<file path="src/apa_pkg.sv">
package apa_pkg;

    // sizing of the page table and the pool
    localparam int MAX_PAGES    = 16;
    localparam int POOL_BYTES   = 1048576;
    localparam int ALIGN        = 8;
    localparam int DEFAULT_PAGE = 4096;

    localparam int IDX_W   = $clog2(MAX_PAGES);
    localparam int CNT_W   = $clog2(MAX_PAGES + 1);
    localparam int ADDR_W  = $clog2(POOL_BYTES);
    localparam int BYTE_W  = $clog2(POOL_BYTES + 1);
    localparam int ALIGN_W = $clog2(ALIGN);
    localparam int SIZE_W  = 32;
    localparam int NEED_W  = SIZE_W + 1;
    localparam int SET_W   = 21;
    localparam int PS_W    = SET_W + 1;

    localparam logic [BYTE_W-1:0] POOL_SIZE = BYTE_W'(POOL_BYTES);
    localparam logic [SET_W-1:0]  PAGE_DFLT_RESET = SET_W'(4096);

    // command codes
    localparam logic [1:0] CMD_ALLOC   = 2'd0;
    localparam logic [1:0] CMD_RESET   = 2'd1;
    localparam logic [1:0] CMD_RELEASE = 2'd2;

    // status codes
    localparam logic [1:0] ST_OK   = 2'd0;
    localparam logic [1:0] ST_ZERO = 2'd1;
    localparam logic [1:0] ST_OOM  = 2'd2;
    localparam logic [1:0] ST_DONE = 2'd3;

    // register indexes
    localparam logic REG_PAGE_DFLT = 1'b0;

    typedef struct packed {
        logic [BYTE_W-1:0] len;
        logic [ADDR_W-1:0] start;
    } geo_t;

    typedef struct packed {
        logic [IDX_W-1:0]  raddr;
        logic              geo_we;
        logic              fill_we;
        logic [IDX_W-1:0]  waddr;
        geo_t              geo_wdata;
        logic [BYTE_W-1:0] fill_wdata;
    } mem_req_t;

    // round a request up to the alignment
    function automatic logic [NEED_W-1:0] round_need(input logic [SIZE_W-1:0] size);
        logic [NEED_W-1:0] sum;
        sum = NEED_W'(size) + NEED_W'(ALIGN - 1);
        return {sum[NEED_W-1:ALIGN_W], {ALIGN_W{1'b0}}};
    endfunction

    // page size used for a new page
    function automatic logic [PS_W-1:0] eff_page(input logic [SET_W-1:0] setting);
        logic [PS_W-1:0] sum;
        sum = PS_W'(setting) + PS_W'(ALIGN - 1);
        if (setting == '0)
            return PS_W'(DEFAULT_PAGE);
        return {sum[PS_W-1:ALIGN_W], {ALIGN_W{1'b0}}};
    endfunction

    // free room in a page covers the request
    function automatic logic has_room(input logic [BYTE_W-1:0] len,
                                      input logic [BYTE_W-1:0] fill,
                                      input logic [NEED_W-1:0] need);
        logic [BYTE_W-1:0] left;
        left = len - fill;
        return need <= NEED_W'(left);
    endfunction

endpackage

</file>
<file path="src/apa_page_mem.sv">
module apa_page_mem
    import apa_pkg::*;
(
    input  logic              clk,
    input  mem_req_t          req,
    output geo_t              geo_rdata,
    output logic [BYTE_W-1:0] fill_rdata
);

    geo_t              geo_mem  [MAX_PAGES];
    logic [BYTE_W-1:0] fill_mem [MAX_PAGES];

    // page length and start
    always_ff @(posedge clk)
    begin
        if (req.geo_we)
        begin
            geo_mem[req.waddr] <= req.geo_wdata;
        end
        geo_rdata <= geo_mem[req.raddr];
    end

    // page fill
    always_ff @(posedge clk)
    begin
        if (req.fill_we)
        begin
            fill_mem[req.waddr] <= req.fill_wdata;
        end
        fill_rdata <= fill_mem[req.raddr];
    end

endmodule

</file>
<file path="src/apa_cfg.sv">
module apa_cfg
    import apa_pkg::*;
(
    input  logic             clk,
    input  logic             rst_n,
    input  logic             psel,
    input  logic             penable,
    input  logic             pwrite,
    input  logic [2:0]       paddr,
    input  logic [31:0]      pwdata,
    output logic [31:0]      prdata,
    output logic             pready,
    output logic [SET_W-1:0] page_dflt
);

    logic             reg_idx;
    logic             wr_en;
    logic [SET_W-1:0] page_dflt_reg;
    logic [SET_W-1:0] page_dflt_next;

    assign reg_idx = paddr[2];
    assign pready  = 1'b1;
    assign wr_en   = psel && penable && pwrite && (reg_idx == REG_PAGE_DFLT);

    // page size register
    always_comb
    begin
        page_dflt_next = page_dflt_reg;
        if (wr_en)
        begin
            page_dflt_next = pwdata[SET_W-1:0];
        end
    end

    always_ff @(posedge clk or negedge rst_n)
    begin
        if (!rst_n)
        begin
            page_dflt_reg <= PAGE_DFLT_RESET;
        end
        else
        begin
            page_dflt_reg <= page_dflt_next;
        end
    end

    // read back
    always_comb
    begin
        prdata = '0;
        if (reg_idx == REG_PAGE_DFLT)
        begin
            prdata = 32'(page_dflt_reg);
        end
    end

    assign page_dflt = page_dflt_reg;

endmodule

</file>
<file path="src/apa_ctrl.sv">
module apa_ctrl
    import apa_pkg::*;
(
    input  logic              clk,
    input  logic              rst_n,
    input  logic [SET_W-1:0]  page_dflt,
    input  logic              in_valid,
    output logic              in_stall,
    input  logic [1:0]        command,
    input  logic [SIZE_W-1:0] request_size,
    output logic              out_valid,
    input  logic              out_stall,
    output logic [1:0]        status,
    output logic [ADDR_W-1:0] address,
    output logic [IDX_W-1:0]  page_index,
    output logic [ADDR_W-1:0] page_offset,
    output logic [BYTE_W-1:0] used_bytes,
    output logic [BYTE_W-1:0] capacity_bytes,
    output logic              out_of_memory,
    output mem_req_t          mem_req,
    input  geo_t              geo_rdata,
    input  logic [BYTE_W-1:0] fill_rdata
);

    localparam logic [2:0] S_IDLE   = 3'd0;
    localparam logic [2:0] S_CUR    = 3'd1;
    localparam logic [2:0] S_SCAN   = 3'd2;
    localparam logic [2:0] S_COMMIT = 3'd3;
    localparam logic [2:0] S_NEW    = 3'd4;
    localparam logic [2:0] S_CLR    = 3'd5;
    localparam logic [2:0] S_DONE   = 3'd6;

    logic [2:0]        state_reg, state_next;
    logic [NEED_W-1:0] need_reg, need_next;
    logic [CNT_W-1:0]  open_reg, open_next;
    logic [IDX_W-1:0]  cur_reg, cur_next;
    logic [BYTE_W-1:0] top_reg, top_next;
    logic [BYTE_W-1:0] total_reg, total_next;
    logic              oom_reg, oom_next;
    logic [CNT_W-1:0]  idx_reg, idx_next;
    logic              chk_valid_reg, chk_valid_next;
    logic [IDX_W-1:0]  chk_idx_reg, chk_idx_next;
    logic [IDX_W-1:0]  hit_idx_reg, hit_idx_next;
    logic [BYTE_W-1:0] hit_fill_reg, hit_fill_next;
    logic [ADDR_W-1:0] hit_start_reg, hit_start_next;
    logic [1:0]        res_status_reg, res_status_next;
    logic [ADDR_W-1:0] res_addr_reg, res_addr_next;
    logic [IDX_W-1:0]  res_page_reg, res_page_next;
    logic [ADDR_W-1:0] res_off_reg, res_off_next;
    logic              out_valid_reg, out_valid_next;
    logic [1:0]        out_status_reg, out_status_next;
    logic [ADDR_W-1:0] out_addr_reg, out_addr_next;
    logic [IDX_W-1:0]  out_page_reg, out_page_next;
    logic [ADDR_W-1:0] out_off_reg, out_off_next;
    logic [BYTE_W-1:0] out_used_reg, out_used_next;
    logic [BYTE_W-1:0] out_cap_reg, out_cap_next;
    logic              out_oom_reg, out_oom_next;

    logic              in_fire;
    logic              out_free;
    logic              room_ok;
    logic [PS_W-1:0]   eff_ps;
    logic [NEED_W-1:0] new_len;
    logic [BYTE_W-1:0] pool_left;
    logic              new_fits;

    assign in_stall = (state_reg != S_IDLE);
    assign in_fire  = in_valid && !in_stall;
    assign out_free = !out_valid_reg || !out_stall;

    // room check on the record just read, and new page sizing
    assign room_ok   = has_room(geo_rdata.len, fill_rdata, need_reg);
    assign eff_ps    = eff_page(page_dflt);
    assign new_len   = (need_reg > NEED_W'(eff_ps)) ? need_reg : NEED_W'(eff_ps);
    assign pool_left = POOL_SIZE - top_reg;
    assign new_fits  = (open_reg < CNT_W'(MAX_PAGES)) && (new_len <= NEED_W'(pool_left));

    // command sequencer
    always_comb
    begin
        state_next      = state_reg;
        need_next       = need_reg;
        open_next       = open_reg;
        cur_next        = cur_reg;
        top_next        = top_reg;
        total_next      = total_reg;
        oom_next        = oom_reg;
        idx_next        = idx_reg;
        chk_valid_next  = chk_valid_reg;
        chk_idx_next    = chk_idx_reg;
        hit_idx_next    = hit_idx_reg;
        hit_fill_next   = hit_fill_reg;
        hit_start_next  = hit_start_reg;
        res_status_next = res_status_reg;
        res_addr_next   = res_addr_reg;
        res_page_next   = res_page_reg;
        res_off_next    = res_off_reg;

        mem_req            = '0;
        mem_req.raddr      = cur_reg;

        case (state_reg)
            S_IDLE:
            begin
                if (in_fire)
                begin
                    res_status_next = ST_DONE;
                    res_addr_next   = '0;
                    res_page_next   = '0;
                    res_off_next    = '0;
                    state_next      = S_DONE;
                    case (command)
                        CMD_ALLOC:
                        begin
                            need_next = round_need(request_size);
                            if (request_size == '0)
                            begin
                                res_status_next = ST_ZERO;
                            end
                            else if (oom_reg)
                            begin
                                res_status_next = ST_OOM;
                            end
                            else if (CNT_W'(cur_reg) < open_reg)
                            begin
                                state_next = S_CUR;
                            end
                            else
                            begin
                                idx_next       = '0;
                                chk_valid_next = 1'b0;
                                state_next     = S_SCAN;
                            end
                        end
                        CMD_RESET:
                        begin
                            total_next = '0;
                            cur_next   = '0;
                            oom_next   = 1'b0;
                            idx_next   = '0;
                            state_next = S_CLR;
                        end
                        CMD_RELEASE:
                        begin
                            open_next  = '0;
                            cur_next   = '0;
                            top_next   = '0;
                            total_next = '0;
                            oom_next   = 1'b0;
                        end
                        default:
                        begin
                            res_status_next = ST_DONE;
                        end
                    endcase
                end
            end

            // current page record arrives
            S_CUR:
            begin
                if (room_ok)
                begin
                    hit_idx_next   = cur_reg;
                    hit_fill_next  = fill_rdata;
                    hit_start_next = geo_rdata.start;
                    state_next     = S_COMMIT;
                end
                else
                begin
                    idx_next       = '0;
                    chk_valid_next = 1'b0;
                    state_next     = S_SCAN;
                end
            end

            // first-fit walk, one record read and one checked per cycle
            S_SCAN:
            begin
                mem_req.raddr = idx_reg[IDX_W-1:0];
                if (chk_valid_reg && room_ok)
                begin
                    hit_idx_next   = chk_idx_reg;
                    hit_fill_next  = fill_rdata;
                    hit_start_next = geo_rdata.start;
                    state_next     = S_COMMIT;
                end
                else if (idx_reg < open_reg)
                begin
                    idx_next       = idx_reg + 1'b1;
                    chk_valid_next = 1'b1;
                    chk_idx_next   = idx_reg[IDX_W-1:0];
                end
                else
                begin
                    state_next = S_NEW;
                end
            end

            // bump an existing page
            S_COMMIT:
            begin
                mem_req.fill_we    = 1'b1;
                mem_req.waddr      = hit_idx_reg;
                mem_req.fill_wdata = hit_fill_reg + need_reg[BYTE_W-1:0];
                res_status_next    = ST_OK;
                res_addr_next      = hit_start_reg + hit_fill_reg[ADDR_W-1:0];
                res_page_next      = hit_idx_reg;
                res_off_next       = hit_fill_reg[ADDR_W-1:0];
                total_next         = total_reg + need_reg[BYTE_W-1:0];
                cur_next           = hit_idx_reg;
                state_next         = S_DONE;
            end

            // carve a new page off the pool top
            S_NEW:
            begin
                state_next = S_DONE;
                if (new_fits)
                begin
                    mem_req.geo_we          = 1'b1;
                    mem_req.fill_we         = 1'b1;
                    mem_req.waddr           = open_reg[IDX_W-1:0];
                    mem_req.geo_wdata.len   = new_len[BYTE_W-1:0];
                    mem_req.geo_wdata.start = top_reg[ADDR_W-1:0];
                    mem_req.fill_wdata      = need_reg[BYTE_W-1:0];
                    res_status_next         = ST_OK;
                    res_addr_next           = top_reg[ADDR_W-1:0];
                    res_page_next           = open_reg[IDX_W-1:0];
                    res_off_next            = '0;
                    top_next                = top_reg + new_len[BYTE_W-1:0];
                    open_next               = open_reg + 1'b1;
                    cur_next                = open_reg[IDX_W-1:0];
                    total_next              = total_reg + need_reg[BYTE_W-1:0];
                end
                else
                begin
                    oom_next        = 1'b1;
                    res_status_next = ST_OOM;
                end
            end

            // empty every open page, one per cycle
            S_CLR:
            begin
                if (idx_reg < open_reg)
                begin
                    mem_req.fill_we    = 1'b1;
                    mem_req.waddr      = idx_reg[IDX_W-1:0];
                    mem_req.fill_wdata = '0;
                    idx_next           = idx_reg + 1'b1;
                end
                else
                begin
                    state_next = S_DONE;
                end
            end

            S_DONE:
            begin
                if (out_free)
                begin
                    state_next = S_IDLE;
                end
            end

            default:
            begin
                state_next = S_IDLE;
            end
        endcase
    end

    // output register
    always_comb
    begin
        out_valid_next  = out_valid_reg;
        out_status_next = out_status_reg;
        out_addr_next   = out_addr_reg;
        out_page_next   = out_page_reg;
        out_off_next    = out_off_reg;
        out_used_next   = out_used_reg;
        out_cap_next    = out_cap_reg;
        out_oom_next    = out_oom_reg;
        if (out_valid_reg && !out_stall)
        begin
            out_valid_next = 1'b0;
        end
        if (state_reg == S_DONE && out_free)
        begin
            out_valid_next  = 1'b1;
            out_status_next = res_status_reg;
            out_addr_next   = res_addr_reg;
            out_page_next   = res_page_reg;
            out_off_next    = res_off_reg;
            out_used_next   = total_reg;
            out_cap_next    = top_reg;
            out_oom_next    = oom_reg;
        end
    end

    // control state
    always_ff @(posedge clk or negedge rst_n)
    begin
        if (!rst_n)
        begin
            state_reg     <= S_IDLE;
            open_reg      <= '0;
            cur_reg       <= '0;
            top_reg       <= '0;
            total_reg     <= '0;
            oom_reg       <= 1'b0;
            idx_reg       <= '0;
            chk_valid_reg <= 1'b0;
            out_valid_reg <= 1'b0;
        end
        else
        begin
            state_reg     <= state_next;
            open_reg      <= open_next;
            cur_reg       <= cur_next;
            top_reg       <= top_next;
            total_reg     <= total_next;
            oom_reg       <= oom_next;
            idx_reg       <= idx_next;
            chk_valid_reg <= chk_valid_next;
            out_valid_reg <= out_valid_next;
        end
    end

    // payload
    always_ff @(posedge clk)
    begin
        need_reg       <= need_next;
        chk_idx_reg    <= chk_idx_next;
        hit_idx_reg    <= hit_idx_next;
        hit_fill_reg   <= hit_fill_next;
        hit_start_reg  <= hit_start_next;
        res_status_reg <= res_status_next;
        res_addr_reg   <= res_addr_next;
        res_page_reg   <= res_page_next;
        res_off_reg    <= res_off_next;
        out_status_reg <= out_status_next;
        out_addr_reg   <= out_addr_next;
        out_page_reg   <= out_page_next;
        out_off_reg    <= out_off_next;
        out_used_reg   <= out_used_next;
        out_cap_reg    <= out_cap_next;
        out_oom_reg    <= out_oom_next;
    end

    assign out_valid      = out_valid_reg;
    assign status         = out_status_reg;
    assign address        = out_addr_reg;
    assign page_index     = out_page_reg;
    assign page_offset    = out_off_reg;
    assign used_bytes     = out_used_reg;
    assign capacity_bytes = out_cap_reg;
    assign out_of_memory  = out_oom_reg;

endmodule

</file>
<file path="src/paged_arena_allocator_top.sv">
// channel   | handshake          | payload
// ----------+--------------------+------------------------------------------------
// in        | in_valid/in_stall  | command, request_size
// out       | out_valid/out_stall| status, address, page_index, page_offset,
//           |                    | used_bytes, capacity_bytes, out_of_memory
// config    | apb psel/penable   | paddr, pwdata, prdata (page size at byte 0)
//
// allocate: tries the current page first; when it does not fit, a first-fit walk over the
// page records follows, one record per cycle through the page memory read port.
// reset usage: one fill entry cleared per cycle.
// release, zero size, sticky out-of-memory and unused codes go straight to the result.
// one request is worked at a time; the next is taken while a result waits in the
// output register. rst_n clears all control state; page memory needs no clearing.
module paged_arena_allocator_top
    import apa_pkg::*;
(
    input  logic              clk,
    input  logic              rst_n,
    input  logic              in_valid,
    output logic              in_stall,
    input  logic [1:0]        command,
    input  logic [SIZE_W-1:0] request_size,
    output logic              out_valid,
    input  logic              out_stall,
    output logic [1:0]        status,
    output logic [ADDR_W-1:0] address,
    output logic [IDX_W-1:0]  page_index,
    output logic [ADDR_W-1:0] page_offset,
    output logic [BYTE_W-1:0] used_bytes,
    output logic [BYTE_W-1:0] capacity_bytes,
    output logic              out_of_memory,
    input  logic              psel,
    input  logic              penable,
    input  logic              pwrite,
    input  logic [2:0]        paddr,
    input  logic [31:0]       pwdata,
    output logic [31:0]       prdata,
    output logic              pready
);

    logic [SET_W-1:0]  page_dflt;
    mem_req_t          mem_req;
    geo_t              geo_rdata;
    logic [BYTE_W-1:0] fill_rdata;

    apa_cfg u_cfg (
        .clk       (clk),
        .rst_n     (rst_n),
        .psel      (psel),
        .penable   (penable),
        .pwrite    (pwrite),
        .paddr     (paddr),
        .pwdata    (pwdata),
        .prdata    (prdata),
        .pready    (pready),
        .page_dflt (page_dflt)
    );

    apa_page_mem u_mem (
        .clk        (clk),
        .req        (mem_req),
        .geo_rdata  (geo_rdata),
        .fill_rdata (fill_rdata)
    );

    apa_ctrl u_ctrl (
        .clk            (clk),
        .rst_n          (rst_n),
        .page_dflt      (page_dflt),
        .in_valid       (in_valid),
        .in_stall       (in_stall),
        .command        (command),
        .request_size   (request_size),
        .out_valid      (out_valid),
        .out_stall      (out_stall),
        .status         (status),
        .address        (address),
        .page_index     (page_index),
        .page_offset    (page_offset),
        .used_bytes     (used_bytes),
        .capacity_bytes (capacity_bytes),
        .out_of_memory  (out_of_memory),
        .mem_req        (mem_req),
        .geo_rdata      (geo_rdata),
        .fill_rdata     (fill_rdata)
    );

endmodule

</file>
<file path="config.mk">
export PLATFORM = sky130hd
export DESIGN_NAME = paged_arena_allocator_top
export DESIGN_NICKNAME = d
export VERILOG_FILES = /design/src/apa_pkg.sv /design/src/apa_page_mem.sv /design/src/apa_cfg.sv /design/src/apa_ctrl.sv /design/src/paged_arena_allocator_top.sv
export SDC_FILE = /design/constraint.sdc
export NUM_CORES = 2
export LEC_CHECK = 0
export ABC_AREA = 1
export BUFFER_PORTS_ARGS = -buffer_cell sky130_fd_sc_hd__buf_2
export CORE_MARGIN = 2
export CORE_UTILIZATION = 25
export DETAILED_ROUTE_END_ITERATION = 7
export SLEW_MARGIN = 25
export SYNTH_ARGS = -nofsm -noshare
export SYNTH_HDL_FRONTEND = slang
export SYNTH_SLANG_ARGS = --single-unit
</file>
<file path="constraint.sdc">
create_clock -name clk -period 7.9 [get_ports clk]
set_input_delay 0.79 -clock clk [delete_from_list [all_inputs] [get_ports clk]]
set_output_delay 0.79 -clock clk [all_outputs]
set_load 0.01 [all_outputs]
</file>
==> summary.md <==
| Metric | Value |
|---|---|
| Vias in the first global route | `36033` |
| CP Buf/Inv Count | `5` |
| Crit-path max FO | `30` |
| Die Area | `222000 um^2` |
| Initial antenna violation count | `9` |
| Number of synthesized register bits | `1252` |
| Met2 Track Usage GR | `23.0%` |
| Cells after Synth | `4717` |
| Core Rows | `171` |
| Maximum root-to-sink buffer count | `3` |
| DRC | `0` |
| Comb pwr share | `28.1%` |
| ANT nets after route | `0` |
| Synth area leader | `edfxtp_1` |
| All-Layer GR Usage | `14.3%` |
| Initial DRC count | `3961` |
| Max IR drop VDD | `0.000254 V` |
| Worst hold endpoint | `u_ctrl.out_valid` |
| Wirelength, routed | `164 mm` |
| Die Y | `472 um` |
| Worst stage delay on the critical path | `800 ps` |
| Crit path top cell by count | `nand2_1` |
| Post-synth top area share | `61.4%` |
| Fin crit share | `87.8%` |
| Input/output buffers | `168` |
| Worst setup SP type | `flip-flop` |
| Antenna diode count | `0` |
| Synth-to-Final Area Change | `16.7%` |
| Clock sinks | `1252` |
| Pwr Density | `319 nW/um^2` |
| Routed wire per std cell | `20.9 um` |
| Critical R2R Capture | `u_mem.geo_mem[9][31]` |
| CP max-delay cell | `nor2_1` |
| Clk slew on worst S/H paths | `60 ps` |
| Worst-case reg-to-reg path depth | `36` |
| Clock Latency Late Sink | `780 ps` |
| Seq/Total Area, Yosys | `67.1%` |
| Mapped Area | `54600 um^2` |
| TritonCTS Buffers | `132` |
| Fin. max-slew vios | `0` |
| # nets final | `5161` |
| FFs w/ async S/R, synth | `6.15%` |
| Gr ovfl total | `0` |
| Crit end category | `flip-flop` |
| Syn Area/Cell | `11.6 um^2` |
| CP delay by family, top | `simple AND/OR/NAND/NOR gates` |
| DP Wirelength | `101 mm` |
| RSZ-0062 raised after global routing | `false` |
| Post-synth EDFFs | `1118` |
| # setup viols final | `0` |
| Layout Skew | `35.7 ps` |
| Pleak | `21.9 nW` |
| Top Usage Layer GRT | `met2` |
| Setup CP Type | `flip-flop to flip-flop` |
| Required @ worst endpoint | `8330 ps` |
| Top cells by area, synth | `edfxtp_1, nor2_1, o21ai_0` |
| CTS resizes | `0` |
| GR Layer Usage met1 | `19.5%` |
| CTS tree | `yes` |
| Ys flop type | `edfxtp_1` |
| Non-filler cells, final | `7886` |
| Gp weighted congestion | `0.931` |
| I/O pins | `200` |
| Sequential share of power | `41.0%` |
| Max FFs per register | `576` |
| Largest reg by FF count | `u_mem.geo_mem` |
| Core Box Area | `217000 um^2` |
| Cell variety after synth | `55` |
| Setup TNS | `0 ps` |
| Starting Density | `25.2%` |
| Met3 global-route usage | `2.53%` |
| NetSw | `7.09 mW` |
| Int Pwr | `13.3 mW` |
| Root buf cell | `clkbuf_16` |
| Fmax | `144 MHz` |
| Post-CTS Hold Fix Bufs | `1` |
| Measured slew at the worst slew-check pin | `1080 ps` |
| Hold Slack | `257 ps` |
| Hold depth | `3` |
| Synth Warn # | `0` |
| Clock power frac | `30.9%` |
| Max capacitance violation total | `0` |
| Via-per-instance ratio | `4.82` |
| Sw frac | `34.8%` |
| Vias post-DR | `38015` |
| Relative slew slack | `28.1%` |
| DRT Pass-1 Iters | `6` |
| Tmin final | `6940 ps` |
| # Post-CTS Setup Buffers | `0` |
| HP Start | `out_stall` |
| Status | `complete, no violations` |
| Final hold vios | `0` |
| First-pass GRT wire length | `239 mm` |
| Pin count of the biggest net entering global routing | `202` |
| R2r startpoint | `u_cfg.page_dflt[0]` |
| R2R setup slack | `960 ps` |
| Post-Place Cells | `7641` |
| Critical Path AT | `7360 ps` |
| Ratio of cells with drive above 1 in the final layout | `11.0%` |
| Largest regs | `u_mem.geo_mem: 576 flops, u_mem.fill_mem: 336 flops, u_mem.geo_rdata: 36 flops` |
| Worst hold path type | `primary input to flip-flop` |
| Die Width | `472 um` |
| H-tree level count | `4` |
how the worst max path moves through the flow:
stage | cells past startpoint | endpoint | slack, ps | from
floorplan | 41 | u_mem.geo_mem[12][10] | 430 | u_cfg.page_dflt[0]
global placement | 36 | u_mem.geo_mem[10][33] | 1040 | u_cfg.page_dflt[2]
detailed placement | 36 | u_mem.geo_mem[7][19] | 980 | u_cfg.page_dflt[0]
CTS | 36 | u_mem.geo_mem[7][19] | 970 | u_cfg.page_dflt[0]
global route | 36 | u_mem.geo_mem[2][10] | 330 | u_cfg.page_dflt[2]
finish | 36 | u_mem.geo_mem[9][31] | 960 | u_cfg.page_dflt[0]
Yosys cell counts (3+ instances only):
master     instances
xor2_1            70
edfxtp_1        1118
nand3b_1           5
dfrtp_1           76
clkbuf_1         126
inv_1            280
o22ai_1          140
nand4_1           34
o221ai_1         119
nor3_1            31
or2_2             16
fa_1               4
nand3_1          138
buf_2             64
and2_1             4
nand2_2            8
o21bai_1           6
nor4_1            14
buf_4             29
nor2_1           770
a21boi_0           4
o31ai_1            7
o21ai_0          572
nor2_4             5
o211ai_1          23
o2111ai_1          6
a31oi_1            9
buf_1             17
nand2_1          450
a21o_1             6
dfxtp_1           57
o21a_1             3
inv_2              6
xnor2_1           28
ha_1             159
a21oi_1          169
o21ai_1          119
power by group through the flow:
stage	clock network (mW)	registers [mW]	logic, mW
floorplan	0	8.32	3.82
global placement	0	8.48	5.60
detailed placement	0	8.49	5.67
CTS	6.40	8.36	5.69
global route	6.68	8.40	6.35
finish	6.29	8.36	5.73
cell families (layout without fill, tap and decap cells):
group                    after synthesis  after routing  share of synthesized area, %
AND/OR/NAND/NOR                     1488           1488                          11.2
flip-flops                          1252           1252                          67.1
AO/OA/AOI/OAI                       1188           1188                          12.4
buffers and inverters                526            809                          3.97
adder cells (fa/ha/maj)              163            163                          3.79
XOR/XNOR                              98             98                          1.57
other                                  2             34                        0.0137
metrics by stage:
step | setup WS, ps | cell area [um^2] | utilization, % | power, mW
6_report | 964 | 63800 | 29.4 | 20.4
5_1_grt | 334 | 63800 | 29.4 | 21.4
4_1_cts | 968 | 63800 | 29.4 | 20.5
3_5_place_dp | 984 | 59400 | 27.3 | 14.2
3_3_place_gp | 1040 | 59300 | 27.3 | 14.1
2_1_floorplan | 429 | 54800 | - | 12.1
per-layer routing:
metal | wire [um] | share of wire, %
met5 | 30 | 0.018
met4 | 4830 | 2.9
met3 | 12100 | 7.4
met2 | 75500 | 46
met1 | 71900 | 44
tightest hold or removal path, cell delays in order:
cell,delay [ps]
buf_2,70
nand2_1,60
nand2_1,70
area by class of cell:
type | instances | area [um^2]
repair buffers | 277 | 1920
inverters | 288 | 1100
well taps | 2854 | 3570
clock inverters | 65 | 827
fillers | 21961 | 153000
clock buffers | 179 | 3590
flip-flops and latches | 1252 | 36600
multi-input cells | 2971 | 16100
placed cells by master (no fill, tap or decap), drive strengths merged, types with 140 or more instances in the layout:
cell type | netlist | layout
edfxtp | 1118 | 1118
nor2 | 778 | 778
o21ai | 693 | 693
nand2 | 460 | 460
inv | 287 | 293
buf | 110 | 276
clkbuf | 128 | 179
a21oi | 169 | 169
ha | 159 | 159
o22ai | 140 | 140
nand3 | 140 | 140
(Power assumes the default switching activity.)
